**src/hw/rtl/fspm_pkg.sv**
```systemverilog
// fspm_pkg: shared types, codes and default sizes for the frame slot pool manager
// no dependencies; imported by every module of the block but fspm_ram
package fspm_pkg;

  // default sizes, handed to the top level parameters
  localparam int PRODUCERS_DEF = 2;
  localparam int CHANNELS_DEF  = 2;
  localparam int SLOTS_DEF     = 8;

  // fixed field widths
  localparam int CMD_W      = 2;
  localparam int PROD_ID_W  = 1;
  localparam int CONS_ID_W  = 1;
  localparam int SLOT_NUM_W = 3;
  localparam int FORMAT_W   = 4;
  localparam int DIM_W      = 12;
  localparam int LENGTH_W   = 24;
  localparam int SIU_W      = 4;
  localparam int STATUS_W   = 2;
  localparam int SLOT_IDX_W = 3;
  localparam int SLOT_ST_W  = 2;

  // configuration port
  localparam int APB_ADDR_W = 5;
  localparam int APB_DATA_W = 32;
  localparam logic [SIU_W-1:0] SLOTS_IN_USE_RST = 4'd8;

  typedef enum logic [2:0] {
    REG_FORMAT = 3'd0,
    REG_WIDTH  = 3'd1,
    REG_HEIGHT = 3'd2,
    REG_LENGTH = 3'd3,
    REG_SLOTS  = 3'd4
  } reg_idx_t;

  typedef enum logic [CMD_W-1:0] {
    CMD_WRITE   = 2'd0,
    CMD_READ    = 2'd1,
    CMD_RELEASE = 2'd2,
    CMD_RESET   = 2'd3
  } cmd_t;

  typedef enum logic [STATUS_W-1:0] {
    STS_OK       = 2'd0,
    STS_INVALID  = 2'd1,
    STS_NO_FRESH = 2'd2,
    STS_BUSY     = 2'd3
  } status_t;

  typedef enum logic [SLOT_ST_W-1:0] {
    SLOT_EMPTY = 2'd0,
    SLOT_FRESH = 2'd1,
    SLOT_STALE = 2'd2
  } slot_st_t;

  typedef struct packed {
    logic [FORMAT_W-1:0] expected_format;
    logic [DIM_W-1:0]    expected_width;
    logic [DIM_W-1:0]    expected_height;
    logic [LENGTH_W-1:0] expected_length;
    logic [SIU_W-1:0]    slots_in_use;
  } cfg_t;

  typedef struct packed {
    logic                  valid;
    status_t               status;
    logic                  channel;
    logic [SLOT_IDX_W-1:0] slot_index;
    logic                  last;
  } res_t;

endpackage

```
**src/hw/rtl/frame_slot_pool_manager.sv**
```systemverilog
// frame_slot_pool_manager: top level with the register file, the sequencer and the result register
// depends on fspm_pkg, fspm_cfg and fspm_seq
//
// usage:
//   apb port sets the expected frame format, width, height, length and the slot count.
//   an item is taken on the in_ channel when in_valid is high and in_stall is low.
//   a write that passes the checks gives one result per channel in channel order, every
//   other item one result; out_last marks the final result of an item.
//   one item at a time: in_stall stays high until its last result is in the output
//   register. a channel scan reads the slots from the pointer up to the first hit or
//   the slot count, all through one slot state ram read port; a write scans each channel
//   in turn. a producer reset sweeps CHANNELS * SLOTS ram entries, one per cycle.
//   after rst_n all PRODUCERS * CHANNELS * SLOTS ram entries (32 by default) are
//   cleared with in_stall high; the apb port works during that pass.
//   a stalled result holds on the out_ ports; the next item can be taken meanwhile
//   and waits at its first result until the register frees.
module frame_slot_pool_manager #(
  parameter int PRODUCERS = fspm_pkg::PRODUCERS_DEF,
  parameter int CHANNELS  = fspm_pkg::CHANNELS_DEF,
  parameter int SLOTS     = fspm_pkg::SLOTS_DEF
) (
  input  logic                             clk,
  input  logic                             rst_n,
  input  logic                             psel,
  input  logic                             penable,
  input  logic                             pwrite,
  input  logic [fspm_pkg::APB_ADDR_W-1:0]  paddr,
  input  logic [fspm_pkg::APB_DATA_W-1:0]  pwdata,
  output logic [fspm_pkg::APB_DATA_W-1:0]  prdata,
  output logic                             pready,
  input  logic                             in_valid,
  output logic                             in_stall,
  input  logic [fspm_pkg::CMD_W-1:0]       in_cmd,
  input  logic [fspm_pkg::PROD_ID_W-1:0]   in_producer_id,
  input  logic [fspm_pkg::CONS_ID_W-1:0]   in_consumer_id,
  input  logic [fspm_pkg::SLOT_NUM_W-1:0]  in_slot_number,
  input  logic [fspm_pkg::FORMAT_W-1:0]    in_frame_format,
  input  logic [fspm_pkg::DIM_W-1:0]       in_frame_width,
  input  logic [fspm_pkg::DIM_W-1:0]       in_frame_height,
  input  logic [fspm_pkg::LENGTH_W-1:0]    in_frame_length,
  output logic                             out_valid,
  input  logic                             out_stall,
  output logic [fspm_pkg::STATUS_W-1:0]    out_status,
  output logic                             out_channel,
  output logic [fspm_pkg::SLOT_IDX_W-1:0]  out_slot_index,
  output logic                             out_last
);
  import fspm_pkg::*;

  cfg_t                  cfg;
  res_t                  res;
  logic                  res_ready;
  logic                  out_valid_r, out_valid_nxt;
  logic [STATUS_W-1:0]   out_status_r;
  logic                  out_channel_r;
  logic [SLOT_IDX_W-1:0] out_slot_r;
  logic                  out_last_r;

  fspm_cfg u_cfg (
    .clk     (clk),
    .rst_n   (rst_n),
    .psel    (psel),
    .penable (penable),
    .pwrite  (pwrite),
    .paddr   (paddr),
    .pwdata  (pwdata),
    .prdata  (prdata),
    .pready  (pready),
    .cfg     (cfg)
  );

  fspm_seq #(
    .PRODUCERS (PRODUCERS),
    .CHANNELS  (CHANNELS),
    .SLOTS     (SLOTS)
  ) u_seq (
    .clk             (clk),
    .rst_n           (rst_n),
    .cfg             (cfg),
    .in_valid        (in_valid),
    .in_stall        (in_stall),
    .in_cmd          (in_cmd),
    .in_producer_id  (in_producer_id),
    .in_consumer_id  (in_consumer_id),
    .in_slot_number  (in_slot_number),
    .in_frame_format (in_frame_format),
    .in_frame_width  (in_frame_width),
    .in_frame_height (in_frame_height),
    .in_frame_length (in_frame_length),
    .res             (res),
    .res_ready       (res_ready)
  );

  // output register frees when empty or when its item is taken this cycle
  assign res_ready = !out_valid_r || !out_stall;

  always_comb begin
    out_valid_nxt = out_valid_r;
    if (res_ready) begin
      out_valid_nxt = res.valid;
    end
  end

  always_ff @(posedge clk) begin
    if (!rst_n) begin
      out_valid_r <= 1'b0;
    end else begin
      out_valid_r <= out_valid_nxt;
    end
  end

  always_ff @(posedge clk) begin
    if (res_ready && res.valid) begin
      out_status_r  <= res.status;
      out_channel_r <= res.channel;
      out_slot_r    <= res.slot_index;
      out_last_r    <= res.last;
    end
  end

  assign out_valid      = out_valid_r;
  assign out_status     = out_status_r;
  assign out_channel    = out_channel_r;
  assign out_slot_index = out_slot_r;
  assign out_last       = out_last_r;

endmodule

```
**src/hw/rtl/fspm_ram.sv**
```systemverilog
// fspm_ram: generic simple dual-port ram, one write and one registered read port
// no dependencies
module fspm_ram #(
  parameter int WIDTH = 2,
  parameter int DEPTH = 32
) (
  input  logic                     clk,
  input  logic                     we,
  input  logic [$clog2(DEPTH)-1:0] waddr,
  input  logic [WIDTH-1:0]         wdata,
  input  logic [$clog2(DEPTH)-1:0] raddr,
  output logic [WIDTH-1:0]         rdata
);

  logic [WIDTH-1:0] mem [DEPTH];
  logic [WIDTH-1:0] rdata_r;

  always_ff @(posedge clk) begin
    if (we) begin
      mem[waddr] <= wdata;
    end
    rdata_r <= mem[raddr];
  end

  assign rdata = rdata_r;

endmodule

```
**src/hw/rtl/fspm_cfg.sv**
```systemverilog
// fspm_cfg: apb register file holding the frame checks and the slot count
// depends on fspm_pkg
module fspm_cfg (
  input  logic                            clk,
  input  logic                            rst_n,
  input  logic                            psel,
  input  logic                            penable,
  input  logic                            pwrite,
  input  logic [fspm_pkg::APB_ADDR_W-1:0] paddr,
  input  logic [fspm_pkg::APB_DATA_W-1:0] pwdata,
  output logic [fspm_pkg::APB_DATA_W-1:0] prdata,
  output logic                            pready,
  output fspm_pkg::cfg_t                  cfg
);
  import fspm_pkg::*;

  cfg_t     cfg_r;
  cfg_t     cfg_nxt;
  reg_idx_t idx;
  logic     wr;

  assign idx    = reg_idx_t'(paddr[APB_ADDR_W-1:2]);
  assign wr     = psel && penable && pwrite;
  assign pready = 1'b1;

  always_comb begin
    cfg_nxt = cfg_r;
    if (wr) begin
      case (idx)
        REG_FORMAT: cfg_nxt.expected_format = pwdata[FORMAT_W-1:0];
        REG_WIDTH:  cfg_nxt.expected_width  = pwdata[DIM_W-1:0];
        REG_HEIGHT: cfg_nxt.expected_height = pwdata[DIM_W-1:0];
        REG_LENGTH: cfg_nxt.expected_length = pwdata[LENGTH_W-1:0];
        REG_SLOTS:  cfg_nxt.slots_in_use    = pwdata[SIU_W-1:0];
        default:    cfg_nxt = cfg_r;
      endcase
    end
  end

  always_comb begin
    case (idx)
      REG_FORMAT: prdata = APB_DATA_W'(cfg_r.expected_format);
      REG_WIDTH:  prdata = APB_DATA_W'(cfg_r.expected_width);
      REG_HEIGHT: prdata = APB_DATA_W'(cfg_r.expected_height);
      REG_LENGTH: prdata = APB_DATA_W'(cfg_r.expected_length);
      REG_SLOTS:  prdata = APB_DATA_W'(cfg_r.slots_in_use);
      default:    prdata = '0;
    endcase
  end

  always_ff @(posedge clk) begin
    if (!rst_n) begin
      cfg_r.expected_format <= '0;
      cfg_r.expected_width  <= '0;
      cfg_r.expected_height <= '0;
      cfg_r.expected_length <= '0;
      cfg_r.slots_in_use    <= SLOTS_IN_USE_RST;
    end else begin
      cfg_r <= cfg_nxt;
    end
  end

  assign cfg = cfg_r;

endmodule

```
**src/hw/rtl/fspm_seq.sv**
```systemverilog
// fspm_seq: request sequencer with the slot state ram, pointers and the slot scan unit
// depends on fspm_pkg and fspm_ram
module fspm_seq #(
  parameter int PRODUCERS = fspm_pkg::PRODUCERS_DEF,
  parameter int CHANNELS  = fspm_pkg::CHANNELS_DEF,
  parameter int SLOTS     = fspm_pkg::SLOTS_DEF
) (
  input  logic                            clk,
  input  logic                            rst_n,
  input  fspm_pkg::cfg_t                  cfg,
  input  logic                            in_valid,
  output logic                            in_stall,
  input  logic [fspm_pkg::CMD_W-1:0]      in_cmd,
  input  logic [fspm_pkg::PROD_ID_W-1:0]  in_producer_id,
  input  logic [fspm_pkg::CONS_ID_W-1:0]  in_consumer_id,
  input  logic [fspm_pkg::SLOT_NUM_W-1:0] in_slot_number,
  input  logic [fspm_pkg::FORMAT_W-1:0]   in_frame_format,
  input  logic [fspm_pkg::DIM_W-1:0]      in_frame_width,
  input  logic [fspm_pkg::DIM_W-1:0]      in_frame_height,
  input  logic [fspm_pkg::LENGTH_W-1:0]   in_frame_length,
  output fspm_pkg::res_t                  res,
  input  logic                            res_ready
);
  import fspm_pkg::*;

  localparam int NPC  = PRODUCERS * CHANNELS;
  localparam int TOT  = NPC * SLOTS;
  localparam int PI_W = (NPC > 1) ? $clog2(NPC) : 1;
  localparam int AW   = $clog2(TOT);
  localparam int SW   = $clog2(SLOTS);
  localparam int NW   = $clog2(SLOTS + 1);
  localparam int XW   = ((NW > SIU_W) ? NW : SIU_W) + 1;
  localparam int CIW  = (CHANNELS > 1) ? $clog2(CHANNELS) : 1;

  typedef enum logic [4:0] {
    S_CLEAR = 5'b00001,
    S_IDLE  = 5'b00010,
    S_SETUP = 5'b00100,
    S_SCAN  = 5'b01000,
    S_EMIT  = 5'b10000
  } state_t;

  function automatic logic [SLOT_IDX_W-1:0] slot_out(input logic [SW-1:0] s);
    logic [SW+SLOT_IDX_W-1:0] t;
    t = (SW + SLOT_IDX_W)'(s);
    return t[SLOT_IDX_W-1:0];
  endfunction

  state_t                 state_r, state_nxt;
  logic                   zero_r, zero_nxt;
  cmd_t                   cmd_r, cmd_nxt;
  logic [PROD_ID_W-1:0]   prod_r, prod_nxt;
  logic [CIW-1:0]         c_r, c_nxt;
  logic [NW-1:0]          i_r, i_nxt;
  logic                   pend_r, pend_nxt;
  logic [SW-1:0]          pend_idx_r, pend_idx_nxt;
  logic                   have_fresh_r, have_fresh_nxt;
  logic [SW-1:0]          fresh_idx_r, fresh_idx_nxt;
  logic [AW-1:0]          clr_r, clr_nxt;
  logic [AW-1:0]          end_r, end_nxt;
  status_t                res_status_r, res_status_nxt;
  logic                   res_chan_r, res_chan_nxt;
  logic [SLOT_IDX_W-1:0]  res_slot_r, res_slot_nxt;
  logic                   res_last_r, res_last_nxt;
  logic [SW-1:0]          wp_r [NPC];
  logic [SW-1:0]          wp_nxt [NPC];
  logic [SW-1:0]          rp_r [NPC];
  logic [SW-1:0]          rp_nxt [NPC];

  logic                   ram_we;
  logic [AW-1:0]          ram_waddr;
  logic [SLOT_ST_W-1:0]   ram_wdata;
  logic [AW-1:0]          ram_raddr;
  logic [SLOT_ST_W-1:0]   ram_rdata;

  logic [XW-1:0]          siu_x, n_x;
  logic [NW-1:0]          n;
  cmd_t                   in_cmd_e;
  logic                   bad_prod, bad_cons, bad_slot, frame_ok;
  logic [PI_W-1:0]        cur_pi;
  logic [AW-1:0]          cur_base;
  slot_st_t               rd_st;
  logic                   is_write, hit_empty, hit_fresh, term, issue, scan_done;
  logic                   found;
  logic [SW-1:0]          sel_idx;
  logic [NW-1:0]          sel_p1;
  logic [SW-1:0]          new_ptr;
  logic                   last_chan;

  // effective slot count, saturated to 2..SLOTS
  assign siu_x = XW'(cfg.slots_in_use);
  assign n_x   = (siu_x < XW'(2)) ? XW'(2) : ((siu_x > XW'(SLOTS)) ? XW'(SLOTS) : siu_x);
  assign n     = NW'(n_x);

  assign in_cmd_e = cmd_t'(in_cmd);
  assign bad_prod = 32'(in_producer_id) >= 32'(PRODUCERS);
  assign bad_cons = 32'(in_consumer_id) >= 32'(CHANNELS);
  assign bad_slot = XW'(in_slot_number) >= n_x;
  assign frame_ok = (in_frame_format == cfg.expected_format) &&
                    (in_frame_width  == cfg.expected_width)  &&
                    (in_frame_height == cfg.expected_height) &&
                    (in_frame_length == cfg.expected_length);

  assign cur_pi   = PI_W'(32'(prod_r) * CHANNELS + 32'(c_r));
  assign cur_base = AW'(32'(cur_pi) * SLOTS);
  assign ram_raddr = AW'(32'(cur_base) + 32'(i_r));

  // scan unit: one slot read issued per cycle, its state compared in the next cycle
  assign rd_st     = slot_st_t'(ram_rdata);
  assign is_write  = (cmd_r == CMD_WRITE);
  assign hit_empty = (state_r == S_SCAN) && pend_r && (rd_st == SLOT_EMPTY);
  assign hit_fresh = (state_r == S_SCAN) && pend_r && (rd_st == SLOT_FRESH);
  assign term      = is_write ? hit_empty : hit_fresh;
  assign issue     = (state_r == S_SCAN) && !term && (i_r < n);
  assign scan_done = (state_r == S_SCAN) && (term || (i_r >= n));
  assign last_chan = (c_r == CIW'(CHANNELS - 1));

  always_comb begin
    found   = 1'b0;
    sel_idx = pend_idx_r;
    if (is_write) begin
      if (hit_empty) begin
        found = 1'b1;
      end else if (have_fresh_r) begin
        found   = 1'b1;
        sel_idx = fresh_idx_r;
      end else if (hit_fresh) begin
        found = 1'b1;
      end
    end else begin
      found = hit_fresh;
    end
  end

  assign sel_p1  = NW'(sel_idx) + NW'(1);
  assign new_ptr = (sel_p1 == n) ? '0 : SW'(sel_p1);

  always_comb begin
    state_nxt      = state_r;
    zero_nxt       = zero_r;
    cmd_nxt        = cmd_r;
    prod_nxt       = prod_r;
    c_nxt          = c_r;
    i_nxt          = i_r;
    pend_nxt       = pend_r;
    pend_idx_nxt   = pend_idx_r;
    have_fresh_nxt = have_fresh_r;
    fresh_idx_nxt  = fresh_idx_r;
    clr_nxt        = clr_r;
    end_nxt        = end_r;
    res_status_nxt = res_status_r;
    res_chan_nxt   = res_chan_r;
    res_slot_nxt   = res_slot_r;
    res_last_nxt   = res_last_r;
    wp_nxt         = wp_r;
    rp_nxt         = rp_r;
    ram_we         = 1'b0;
    ram_waddr      = clr_r;
    ram_wdata      = SLOT_EMPTY;

    case (state_r)
      S_CLEAR: begin
        ram_we = 1'b1;
        if (clr_r == end_r) begin
          zero_nxt = 1'b0;
          if (zero_r) begin
            res_status_nxt = STS_OK;
            res_chan_nxt   = 1'b0;
            res_slot_nxt   = '0;
            res_last_nxt   = 1'b1;
            state_nxt      = S_EMIT;
          end else begin
            state_nxt = S_IDLE;
          end
        end else begin
          clr_nxt = clr_r + AW'(1);
        end
      end

      S_IDLE: begin
        if (in_valid) begin
          cmd_nxt        = in_cmd_e;
          prod_nxt       = in_producer_id;
          c_nxt          = CIW'(in_consumer_id);
          res_status_nxt = STS_INVALID;
          res_chan_nxt   = in_consumer_id;
          res_slot_nxt   = '0;
          res_last_nxt   = 1'b1;
          state_nxt      = S_EMIT;
          if (bad_prod) begin
            res_chan_nxt = (in_cmd_e inside {CMD_READ, CMD_RELEASE}) ? in_consumer_id : 1'b0;
          end else begin
            case (in_cmd_e)
              CMD_WRITE: begin
                res_chan_nxt = 1'b0;
                if (frame_ok) begin
                  c_nxt     = '0;
                  state_nxt = S_SETUP;
                end
              end
              CMD_RESET: begin
                for (int c = 0; c < CHANNELS; c++) begin
                  wp_nxt[PI_W'(32'(in_producer_id) * CHANNELS + c)] = '0;
                  rp_nxt[PI_W'(32'(in_producer_id) * CHANNELS + c)] = '0;
                end
                clr_nxt   = AW'(32'(in_producer_id) * CHANNELS * SLOTS);
                end_nxt   = AW'(32'(in_producer_id) * CHANNELS * SLOTS + CHANNELS * SLOTS - 1);
                zero_nxt  = 1'b1;
                state_nxt = S_CLEAR;
              end
              CMD_READ: begin
                if (!bad_cons) begin
                  state_nxt = S_SETUP;
                end
              end
              default: begin
                // release
                if (!bad_cons && !bad_slot) begin
                  ram_we         = 1'b1;
                  ram_waddr      = AW'((32'(in_producer_id) * CHANNELS + 32'(in_consumer_id))
                                       * SLOTS + 32'(in_slot_number));
                  ram_wdata      = SLOT_EMPTY;
                  res_status_nxt = STS_OK;
                end
              end
            endcase
          end
        end
      end

      S_SETUP: begin
        i_nxt          = is_write ? NW'(wp_r[cur_pi]) : NW'(rp_r[cur_pi]);
        pend_nxt       = 1'b0;
        have_fresh_nxt = 1'b0;
        state_nxt      = S_SCAN;
      end

      S_SCAN: begin
        pend_nxt = issue;
        if (issue) begin
          pend_idx_nxt = SW'(i_r);
          i_nxt        = i_r + NW'(1);
        end
        if (hit_fresh && !have_fresh_r) begin
          have_fresh_nxt = 1'b1;
          fresh_idx_nxt  = pend_idx_r;
        end
        if (scan_done) begin
          res_chan_nxt = c_r[0];
          res_last_nxt = is_write ? last_chan : 1'b1;
          state_nxt    = S_EMIT;
          if (found) begin
            ram_we         = 1'b1;
            ram_waddr      = AW'(32'(cur_base) + 32'(sel_idx));
            ram_wdata      = is_write ? SLOT_FRESH : SLOT_STALE;
            res_status_nxt = STS_OK;
            res_slot_nxt   = slot_out(sel_idx);
            if (is_write) begin
              wp_nxt[cur_pi] = new_ptr;
            end else begin
              rp_nxt[cur_pi] = new_ptr;
            end
          end else begin
            res_status_nxt = is_write ? STS_BUSY : STS_NO_FRESH;
            res_slot_nxt   = '0;
          end
        end
      end

      S_EMIT: begin
        if (res_ready) begin
          if (res_last_r) begin
            state_nxt = S_IDLE;
          end else begin
            c_nxt     = c_r + CIW'(1);
            state_nxt = S_SETUP;
          end
        end
      end

      default: begin
        state_nxt = S_IDLE;
      end
    endcase
  end

  always_ff @(posedge clk) begin
    if (!rst_n) begin
      state_r <= S_CLEAR;
      zero_r  <= 1'b0;
      clr_r   <= '0;
      end_r   <= AW'(TOT - 1);
      pend_r  <= 1'b0;
      for (int k = 0; k < NPC; k++) begin
        wp_r[k] <= '0;
        rp_r[k] <= '0;
      end
    end else begin
      state_r <= state_nxt;
      zero_r  <= zero_nxt;
      clr_r   <= clr_nxt;
      end_r   <= end_nxt;
      pend_r  <= pend_nxt;
      wp_r    <= wp_nxt;
      rp_r    <= rp_nxt;
    end
  end

  always_ff @(posedge clk) begin
    cmd_r        <= cmd_nxt;
    prod_r       <= prod_nxt;
    c_r          <= c_nxt;
    i_r          <= i_nxt;
    pend_idx_r   <= pend_idx_nxt;
    have_fresh_r <= have_fresh_nxt;
    fresh_idx_r  <= fresh_idx_nxt;
    res_status_r <= res_status_nxt;
    res_chan_r   <= res_chan_nxt;
    res_slot_r   <= res_slot_nxt;
    res_last_r   <= res_last_nxt;
  end

  fspm_ram #(
    .WIDTH (SLOT_ST_W),
    .DEPTH (TOT)
  ) u_slot_ram (
    .clk   (clk),
    .we    (ram_we),
    .waddr (ram_waddr),
    .wdata (ram_wdata),
    .raddr (ram_raddr),
    .rdata (ram_rdata)
  );

  assign in_stall = (state_r != S_IDLE);

  assign res.valid      = (state_r == S_EMIT);
  assign res.status     = res_status_r;
  assign res.channel    = res_chan_r;
  assign res.slot_index = res_slot_r;
  assign res.last       = res_last_r;

endmodule
```
**config.mk**
```make
export PLATFORM = sky130hd
export DESIGN_NAME = frame_slot_pool_manager
export DESIGN_NICKNAME = d
export VERILOG_FILES = /design/src/hw/rtl/fspm_pkg.sv /design/src/hw/rtl/frame_slot_pool_manager.sv /design/src/hw/rtl/fspm_ram.sv /design/src/hw/rtl/fspm_cfg.sv /design/src/hw/rtl/fspm_seq.sv
export SDC_FILE = /design/constraint.sdc
export NUM_CORES = 1
export LEC_CHECK = 0
export BUFFER_PORTS_ARGS = -buffer_cell sky130_fd_sc_hd__buf_4
export CAP_MARGIN = 30
export CORE_ASPECT_RATIO = 0.8
export CORE_UTILIZATION = 54
export CTS_BUF_LIST = sky130_fd_sc_hd__clkbuf_2 sky130_fd_sc_hd__clkbuf_4 sky130_fd_sc_hd__clkbuf_8
export DETAILED_ROUTE_END_ITERATION = 8
export PLACE_DENSITY_LB_ADDON = 0.12
export SETUP_SLACK_MARGIN = 0.02
export SYNTH_ARGS = -nofsm -noshare
export SYNTH_HDL_FRONTEND = slang
export SYNTH_HIERARCHICAL = 1
export SYNTH_SLANG_ARGS = --single-unit
export TNS_END_PERCENT = 100
```
**constraint.sdc**
```tcl
create_clock -name clk -period 3.8 [get_ports clk]
set_clock_uncertainty 0.15 [all_clocks]
set_input_delay 0.19 -clock clk [delete_from_list [all_inputs] [get_ports clk]]
set_output_delay 0.19 -clock clk [all_outputs]
set_load 0.005 [all_outputs]
```
; Word level (Yosys, flattened, before mapping)
; Memory sizes are Yosys's and may differ from the RTL's. A register that Yosys moved wholly into a read port is not among the register bits.
; Index checks and enable logic that the tools add are counted.
[word_totals]
ff_bits = 127
ramBits = 64
in_bits = 103
elab_cells = 261
n_memories = 1
[op_classes]
n_addsub = 12
order_cmp = 11
eq_ne = 32
mux = 112
bitwise_logic = 9
n_reduce_logical = 50
[memory_table]
columns = name, words, word_bits, rd, rd_clocked_by_memory_dff, write_ports, line
row1 = u_seq.u_slot_ram.mem, 32, 2, 1, 1, 1, fspm_ram.sv:15  ; logic [WIDTH-1:0] mem [DEPTH];
[op_table]
columns = op, n
row1 = 12-bit 2-to-1 mux, 10
row2 = 24-bit case mux with 5 select lines, 1
row3 = 5-bit 2-to-1 mux, 15
row4 = 3-bit 2-to-1 mux, 18
row5 = 12-bit bitwise AND, 4
row6 = 12-bit case mux with 2 select lines, 2
row7 = 1-bit 2-to-1 mux, 33
row8 = 5-bit case mux with 5 select lines, 1
row9 = 12-bit bitwise mux, 2
row10 = 12-bit == test, 2
row11 = 24-bit == test, 1
row12 = 12-bit inverter, 2
row13 = 2-bit 2-to-1 mux, 10
row14 = 5-bit case mux with 2 select lines, 2
row15 = 2-bit AND reduction, 10
row16 = 3-bit demux with 2-bit select, 3
row17 = 1-bit logical AND, 16
row18 = "2-bit by 1-bit != test with 1-bit output, second input constant", 8
row19 = 4-bit AND reduction, 4
row20 = 5-bit case mux with 3 select lines, 1
row21 = 3-bit binary-select mux with 2-bit select, 2
row22 = 6-bit AND reduction, 2
row23 = 5-bit by 3-bit adder with 5-bit output, 2
row24 = "2-bit != test, second input constant", 5
row25 = other kinds (45), 70

; Longest topological paths before layout
[depth]
ltp_word = 13
mapped_depth = 14
ltp_nobuf = 13

; Cells and area by module
; The synthesis kept the hierarchy.
[modules_own_cells]
columns = mod, n_inst, cells_each, area_per_inst_um2, seq_area_each_um2
row1 = fspm_seq, 1, 443, 4042.6, 1401.3
row2 = fspm_ram, 1, 184, 2783.9, 1961.9
row3 = fspm_cfg, 1, 294, 2703.8, 1121.1
row4 = frame_slot_pool_manager, 1, 12, 251.5, 230.2

; Worst setup path before layout
; OpenSTA, ideal clock, no wires.
[synth_timing]
path_kind = reg2reg
start = register u_cfg.cfg_r, in the netlist u_cfg/cfg[3]
end = memory u_seq.u_slot_ram.mem[0][0], data pin
setup_time_ps = 445
arrival_ps = 3087
setup_slack_ps = 118
path_stages_with_launch = 11
n_path_buf = 1
cell_sequence = dfxtp_1 clkbuf_1 inv_1 o211ai_1 inv_1 ha_1 nand2b_1 a21oi_1 nor3_1 or2_2 nor3_1
[synth_between]
elab_chain_cells = 8
elab_cells_between_ends = 9
[synth_rtl]
columns = item, line
row1 = start: declaration, fspm_cfg.sv:17  ; cfg_t cfg_r;
row2 = start signal: assignment, fspm_cfg.sv:59  ; cfg_r <= cfg_nxt;
row3 = 4-bit > comparator, fspm_seq.sv:92  ; assign n_x = (siu_x < XW'(2)) ? XW'(2) : ((siu_x > XW'(SLOTS)) ? XW'(SLOTS) : siu_x);
row4 = 4-bit 2-to-1 mux, fspm_seq.sv:92
row5 = 5-bit 2-to-1 mux (*), fspm_seq.sv:92
row6 = 4-bit >= comparator (*), fspm_seq.sv:115  ; assign scan_done = (state_r == S_SCAN) && (term || (i_r >= n));
row7 = 1-bit logical OR (*), fspm_seq.sv:115
row8 = 1-bit logical AND (*), fspm_seq.sv:115
row9 = 2-bit 2-to-1 mux (*), fspm_seq.sv:248  ; if (scan_done) begin
row10 = 2-bit 2-to-1 mux (*), --
row11 = named net u_seq.ram_wdata[0], fspm_seq.sv:72  ; logic [SLOT_ST_W-1:0] ram_wdata;
row12 = end: declaration, fspm_ram.sv:15
; Mark *: on every way through the listed nets, which the timed path passes. The rest lies on a longest branch.

; Worst setup path after layout
[layout_timing]
start = register u_seq.state_r[0]
end = register u_seq/wp_r[6] (netlist bit)
[layout_between]
elab_chain_cells = 13
elab_cells_between_ends = 29
[layout_rtl]
columns = item, line
row1 = start: declaration, fspm_seq.sv:49  ; state_t state_r, state_nxt;
row2 = start signal: assignment, fspm_seq.sv:299  ; state_r <= state_nxt;
row3 = 5-bit by 4-bit == test with 1-bit output, fspm_seq.sv:111  ; assign hit_empty = (state_r == S_SCAN) && pend_r && (rd_st == SLOT_EMPTY);
row4 = 1-bit logical AND (2 in series), fspm_seq.sv:111
row5 = 3-bit 2-to-1 mux, fspm_seq.sv:122  ; if (hit_empty) begin
row6 = 3-bit 2-to-1 mux, fspm_seq.sv:121  ; if (is_write) begin
row7 = named net u_seq.sel_idx[1], fspm_seq.sv:85  ; logic [SW-1:0] sel_idx;
row8 = 3-bit by 1-bit adder with 4-bit output, fspm_seq.sv:135  ; assign sel_p1 = NW'(sel_idx) + NW'(1);
row9 = 4-bit == test, fspm_seq.sv:136  ; assign new_ptr = (sel_p1 == n) ? '0 : SW'(sel_p1);
row10 = 3-bit 2-to-1 mux, fspm_seq.sv:136
row11 = 12-bit bitwise mux, fspm_seq.sv:259  ; wp_nxt[cur_pi] = new_ptr;
row12 = 12-bit 2-to-1 mux, fspm_seq.sv:258  ; if (is_write) begin
row13 = 12-bit 2-to-1 mux, fspm_seq.sv:252  ; if (found) begin
row14 = 12-bit 2-to-1 mux, fspm_seq.sv:248
row15 = 12-bit case mux with 2 select lines, fspm_seq.sv:161  ; case (state_r)
row16 = end signal: assignment, fspm_seq.sv:304  ; wp_r <= wp_nxt;
row17 = end: declaration, fspm_seq.sv:65  ; logic [SW-1:0] wp_r [NPC];
; The timed path passes the listed nets, and every way through them passes these cells. The select of a mux whose other input is x is not followed.
; A chain may end at the register's enable or synchronous reset.

==> results.txt <==
setup repair after global routing missed its margin - no
number of buffer and inverter stages on the critical path - 1
count of flip-flops with a built-in enable after synthesis - 93
area of the die - 0.01866 mm2
Worst path slowest cell - sky130_fd_sc_hd__or4b_1
path class of the lowest-slack min-delay path - primary input to flop
Post-Synthesis Mean Instance Area - 10.48 um2
post-layout total power - 3.872 mW
RD Place Congestion - 0.8698
critical path's largest stage delay - 0.64 ns
WL/cell - 18.78 um
Synth Warn # - 6
category of the worst setup path launch point - flop
remaining antenna violation count after routing - 0
H-Tree Level Count - 4
ratio of routed vias to standard cells - 5.778
fin nets - 1191
detailed placement HPWL - 17530 um
family of cells with the greatest summed delay on the critical path - simple AND/OR/NAND/NOR gates
clock power share - 31.5%
Worst Max-Slew Pin Slew - 1.043 ns
proportion of total power due to net switching - 26.52%
status - complete, but fails checks
Most used DFF post-synth - sky130_fd_sc_hd__dfxtp_1
final cycle utilization of the critical path - 94.49%
CP Launch Point - u_seq/state_r[0]
Final Hold Viols - 0
number of design-rule violations left by the first detailed-router iteration - 689
final number of max-transition violations - 0
DP Cell Count - 1249
Total Negative Setup Slacks - 0 ns
post-synthesis instance total - 933
proportion of power drawn by combinational gates - 11.9%
IO Pins - 145
ant diodes - 0
Longest Clk Path Bufs - 2
leakage power figure - 4.309 nW
proportion of synthesized flip-flops having asynchronous set or reset - 0%
most common cell after layout, fill and taps aside - sky130_fd_sc_hd__buf_4
worst setup path class - flop to flop
Core Footprint - 0.01754 mm2
beginning of the worst hold path - rst_n
vias - 7598
share of the yosys chip area belonging to registers - 48.20%
number of remaining DRC errors - 5
P per Cell Area - 335.6 mW/mm2
synth-to-layout area growth - 17.95%
highest achievable clock rate - 278.5 MHz
Total GRT Usage - 27.24%
Post-Layout Cell Count - 1315
final count of negative-setup-slack endpoints - 0
CTS Root Buffer Type - sky130_fd_sc_hd__clkbuf_8
number of flip-flops and latches in the synthesized netlist - 189
max-capacitance violation count - 0
CP Cell Sequence - or4b_1 > o41ai_4 > mux2i_1 > inv_1 > ha_1 > nor3_1 > nor3_1 > nand3_1 > nand3_1 > o31ai_1
TritonCTS sink count - 189
number of buffers created by CTS - 17
overflow left after global routing - 0
signal arrival time at the worst endpoint - 3.81 ns
largest vdd supply drop - 0.0002815 V
Psw - 1.027 mW
First-pass DRT Iterations - 9
Synth cell types - 73
number of global-route vias before repair - 7142
effective utilization at floorplan - 55.77%
time the worst path needs with I/O delays and setup - 3.591 ns
leading cell types in the layout, fill and taps excluded - 147 x sky130_fd_sc_hd__buf_4, 125 x sky130_fd_sc_hd__nand2_1, 102 x sky130_fd_sc_hd__mux2i_1, 96 x sky130_fd_sc_hd__dfxtp_1, 93 x sky130_fd_sc_hd__edfxtp_1
die extent in x - 152.5 um
vertical extent of the die - 122.4 um
global-route wire length before repair - 38850 um
type of destination of the critical path - flop
power share of the sequential group - 56.7%
fraction of layout cells with a size suffix above 1 - 20.37%
total wire length - 24690 um
number of antenna violations at the first check in global routing - 0
clock edge transition at the registers on the reported setup and hold paths - 0.10 ns
number of input and output port buffers inserted - 125
Critical Path RT - 4.01 ns
pin count of the biggest net entering global routing - 71
maximum fanout encountered on the critical timing path - 8
violated checks - DRC
cell row count - 43
TritonCTS clock tree - built
relative max-transition margin - 30.29%
Mapped Area - 0.009782 mm2
origin of the critical flop-to-flop path - u_seq/state_r[0]
internal cell power - 2.845 mW
Worst-Skew Late Latency - 0.46 ns
==> kinds of logic after synthesis <==
logic type                 Yosys count  synth area share [%]
adders and majority gates           11                 1.407
muxes                              120                 13.32
AOI/OAI and AO/OA                  139                 10.50
other                                2               0.07677
DFF                                189                 48.20
xor gates and xnor gates            62                 5.551
and+or+nand+nor                    335                 16.87
buffers and inverters               75                 4.080
==> area by class of cell <==
class                      instances  area, um2
tap                              225      281.5
clock buffer                      18      241.5
clock inverter                    14      113.9
fill                            1451       6002
sequential                       189       4715
timing repair buffer             177       1404
multi-input combinational        676       4722
inverter                          16      60.06
==> power groups by stage <==
stage / Combinational [mW] / Clock (mW) / Sequential (mW)
after global placement: 0.403 / 0 / 2.24
after floorplan: 0.249 / 0 / 2.23
after detailed placement: 0.407 / 0 / 2.24
final: 0.459 / 1.22 / 2.19
after CTS: 0.434 / 1.25 / 2.19
after global routing: 0.498 / 1.34 / 2.20
==> state kept, by name, indices dropped and copies added (netlist names), 2 cells and up <==
| name | count |
|---|---|
| u_seq/clr_r | 5 |
| u_seq/res_status_r | 2 |
| u_seq/fresh_idx_r | 3 |
| out_status | 2 |
| u_seq/rp_r | 12 |
| u_cfg/cfg | 56 |
| out_slot_index | 3 |
| u_seq/pend_idx_r | 3 |
| u_seq/wp_r | 12 |
| u_seq/u_slot_ram/mem | 64 |
| u_seq/u_slot_ram/rdata | 2 |
| u_seq/state_r | 5 |
| u_seq/res_slot_r | 3 |
| u_seq/cmd_r | 2 |
| u_seq/i_r | 4 |
==> worst paths after layout <==
path                      endpoint  slack, ns  depth (start not counted)
setup / recovery     u_seq/wp_r[6]       0.21                         10
hold / removal    u_seq/state_r[0]       0.08                          2
setup reg to reg     u_seq/wp_r[6]       0.21                         10
hold reg to reg      out_status[1]       0.28                          0
==> through the flow <==
| step | setup WS (ns) | hold WS (ns) | util, % | instance area (um2) |
|---|---|---|---|---|
| after detailed placement | 0.1108 | 0.2562 | 61.80 | 10840 |
| after CTS | 0.09451 | 0.05123 | 65.54 | 11490 |
| final | 0.2095 | 0.07978 | 65.78 | 11540 |
| after global placement | 0.2212 | 0.2542 | 61.80 | 10840 |
| after global routing | 0.02730 | 0.07537 | 65.78 | 11540 |
| after floorplan | 0.1183 | 0.1389 | - | 9808 |
==> Yosys cell counts, types with 11 or more instances <==
| cell | instances | area share, % |
|---|---|---|
| sky130_fd_sc_hd__nand2_1 | 125 | 4.8 |
| sky130_fd_sc_hd__mux2i_1 | 102 | 10 |
| sky130_fd_sc_hd__dfxtp_1 | 96 | 20 |
| sky130_fd_sc_hd__edfxtp_1 | 93 | 29 |
| sky130_fd_sc_hd__nor2_1 | 74 | 2.8 |
| sky130_fd_sc_hd__xnor2_1 | 55 | 4.9 |
| sky130_fd_sc_hd__o21ai_0 | 31 | 1.6 |
| sky130_fd_sc_hd__clkbuf_1 | 29 | 1.1 |
| sky130_fd_sc_hd__a22oi_1 | 26 | 2.0 |
| sky130_fd_sc_hd__nand4_1 | 23 | 1.5 |
| sky130_fd_sc_hd__nand3_1 | 21 | 1.1 |
| sky130_fd_sc_hd__inv_1 | 15 | 0.58 |
| sky130_fd_sc_hd__and3_1 | 14 | 0.90 |
| sky130_fd_sc_hd__a21oi_1 | 13 | 0.67 |
| sky130_fd_sc_hd__buf_4 | 13 | 1.0 |
| sky130_fd_sc_hd__nor2b_1 | 12 | 0.77 |
| sky130_fd_sc_hd__nor3_1 | 12 | 0.61 |
| sky130_fd_sc_hd__ha_1 | 11 | 1.4 |
| sky130_fd_sc_hd__mux2_2 | 11 | 1.3 |
==> metal layers <==
| metal | vias to the layer above | track usage [%] | wire, um |
|---|---|---|---|
| met4 | 0 | 7.008 | 296 |
| met2 | 250 | 41.47 | 10990 |
| li1 | 3658 | - | - |
| met3 | 25 | 4.908 | 1535 |
| met1 | 3665 | 40.12 | 11870 |
| met5 | - | 0 | 0 |
==> worst register-to-register path, cell delays in order (launching register included) <==
cell and delay [ns]:
sky130_fd_sc_hd__dfxtp_1 0.36, sky130_fd_sc_hd__or4b_1 0.64, sky130_fd_sc_hd__o41ai_4 0.41, sky130_fd_sc_hd__mux2i_1 0.30
sky130_fd_sc_hd__inv_1 0.07, sky130_fd_sc_hd__ha_1 0.31, sky130_fd_sc_hd__nor3_1 0.31, sky130_fd_sc_hd__nor3_1 0.15
sky130_fd_sc_hd__nand3_1 0.11, sky130_fd_sc_hd__nand3_1 0.33, sky130_fd_sc_hd__o31ai_1 0.37
==> timing repair <==
action | CTS | global route
hold endpoints to repair | 65 | 0
buffers inserted | 0 | 4
hold buffers | 30 | 0
gates resized for setup | 0 | 5
setup endpoints to repair | 0 | 64
(Power assumes the default switching activity.)
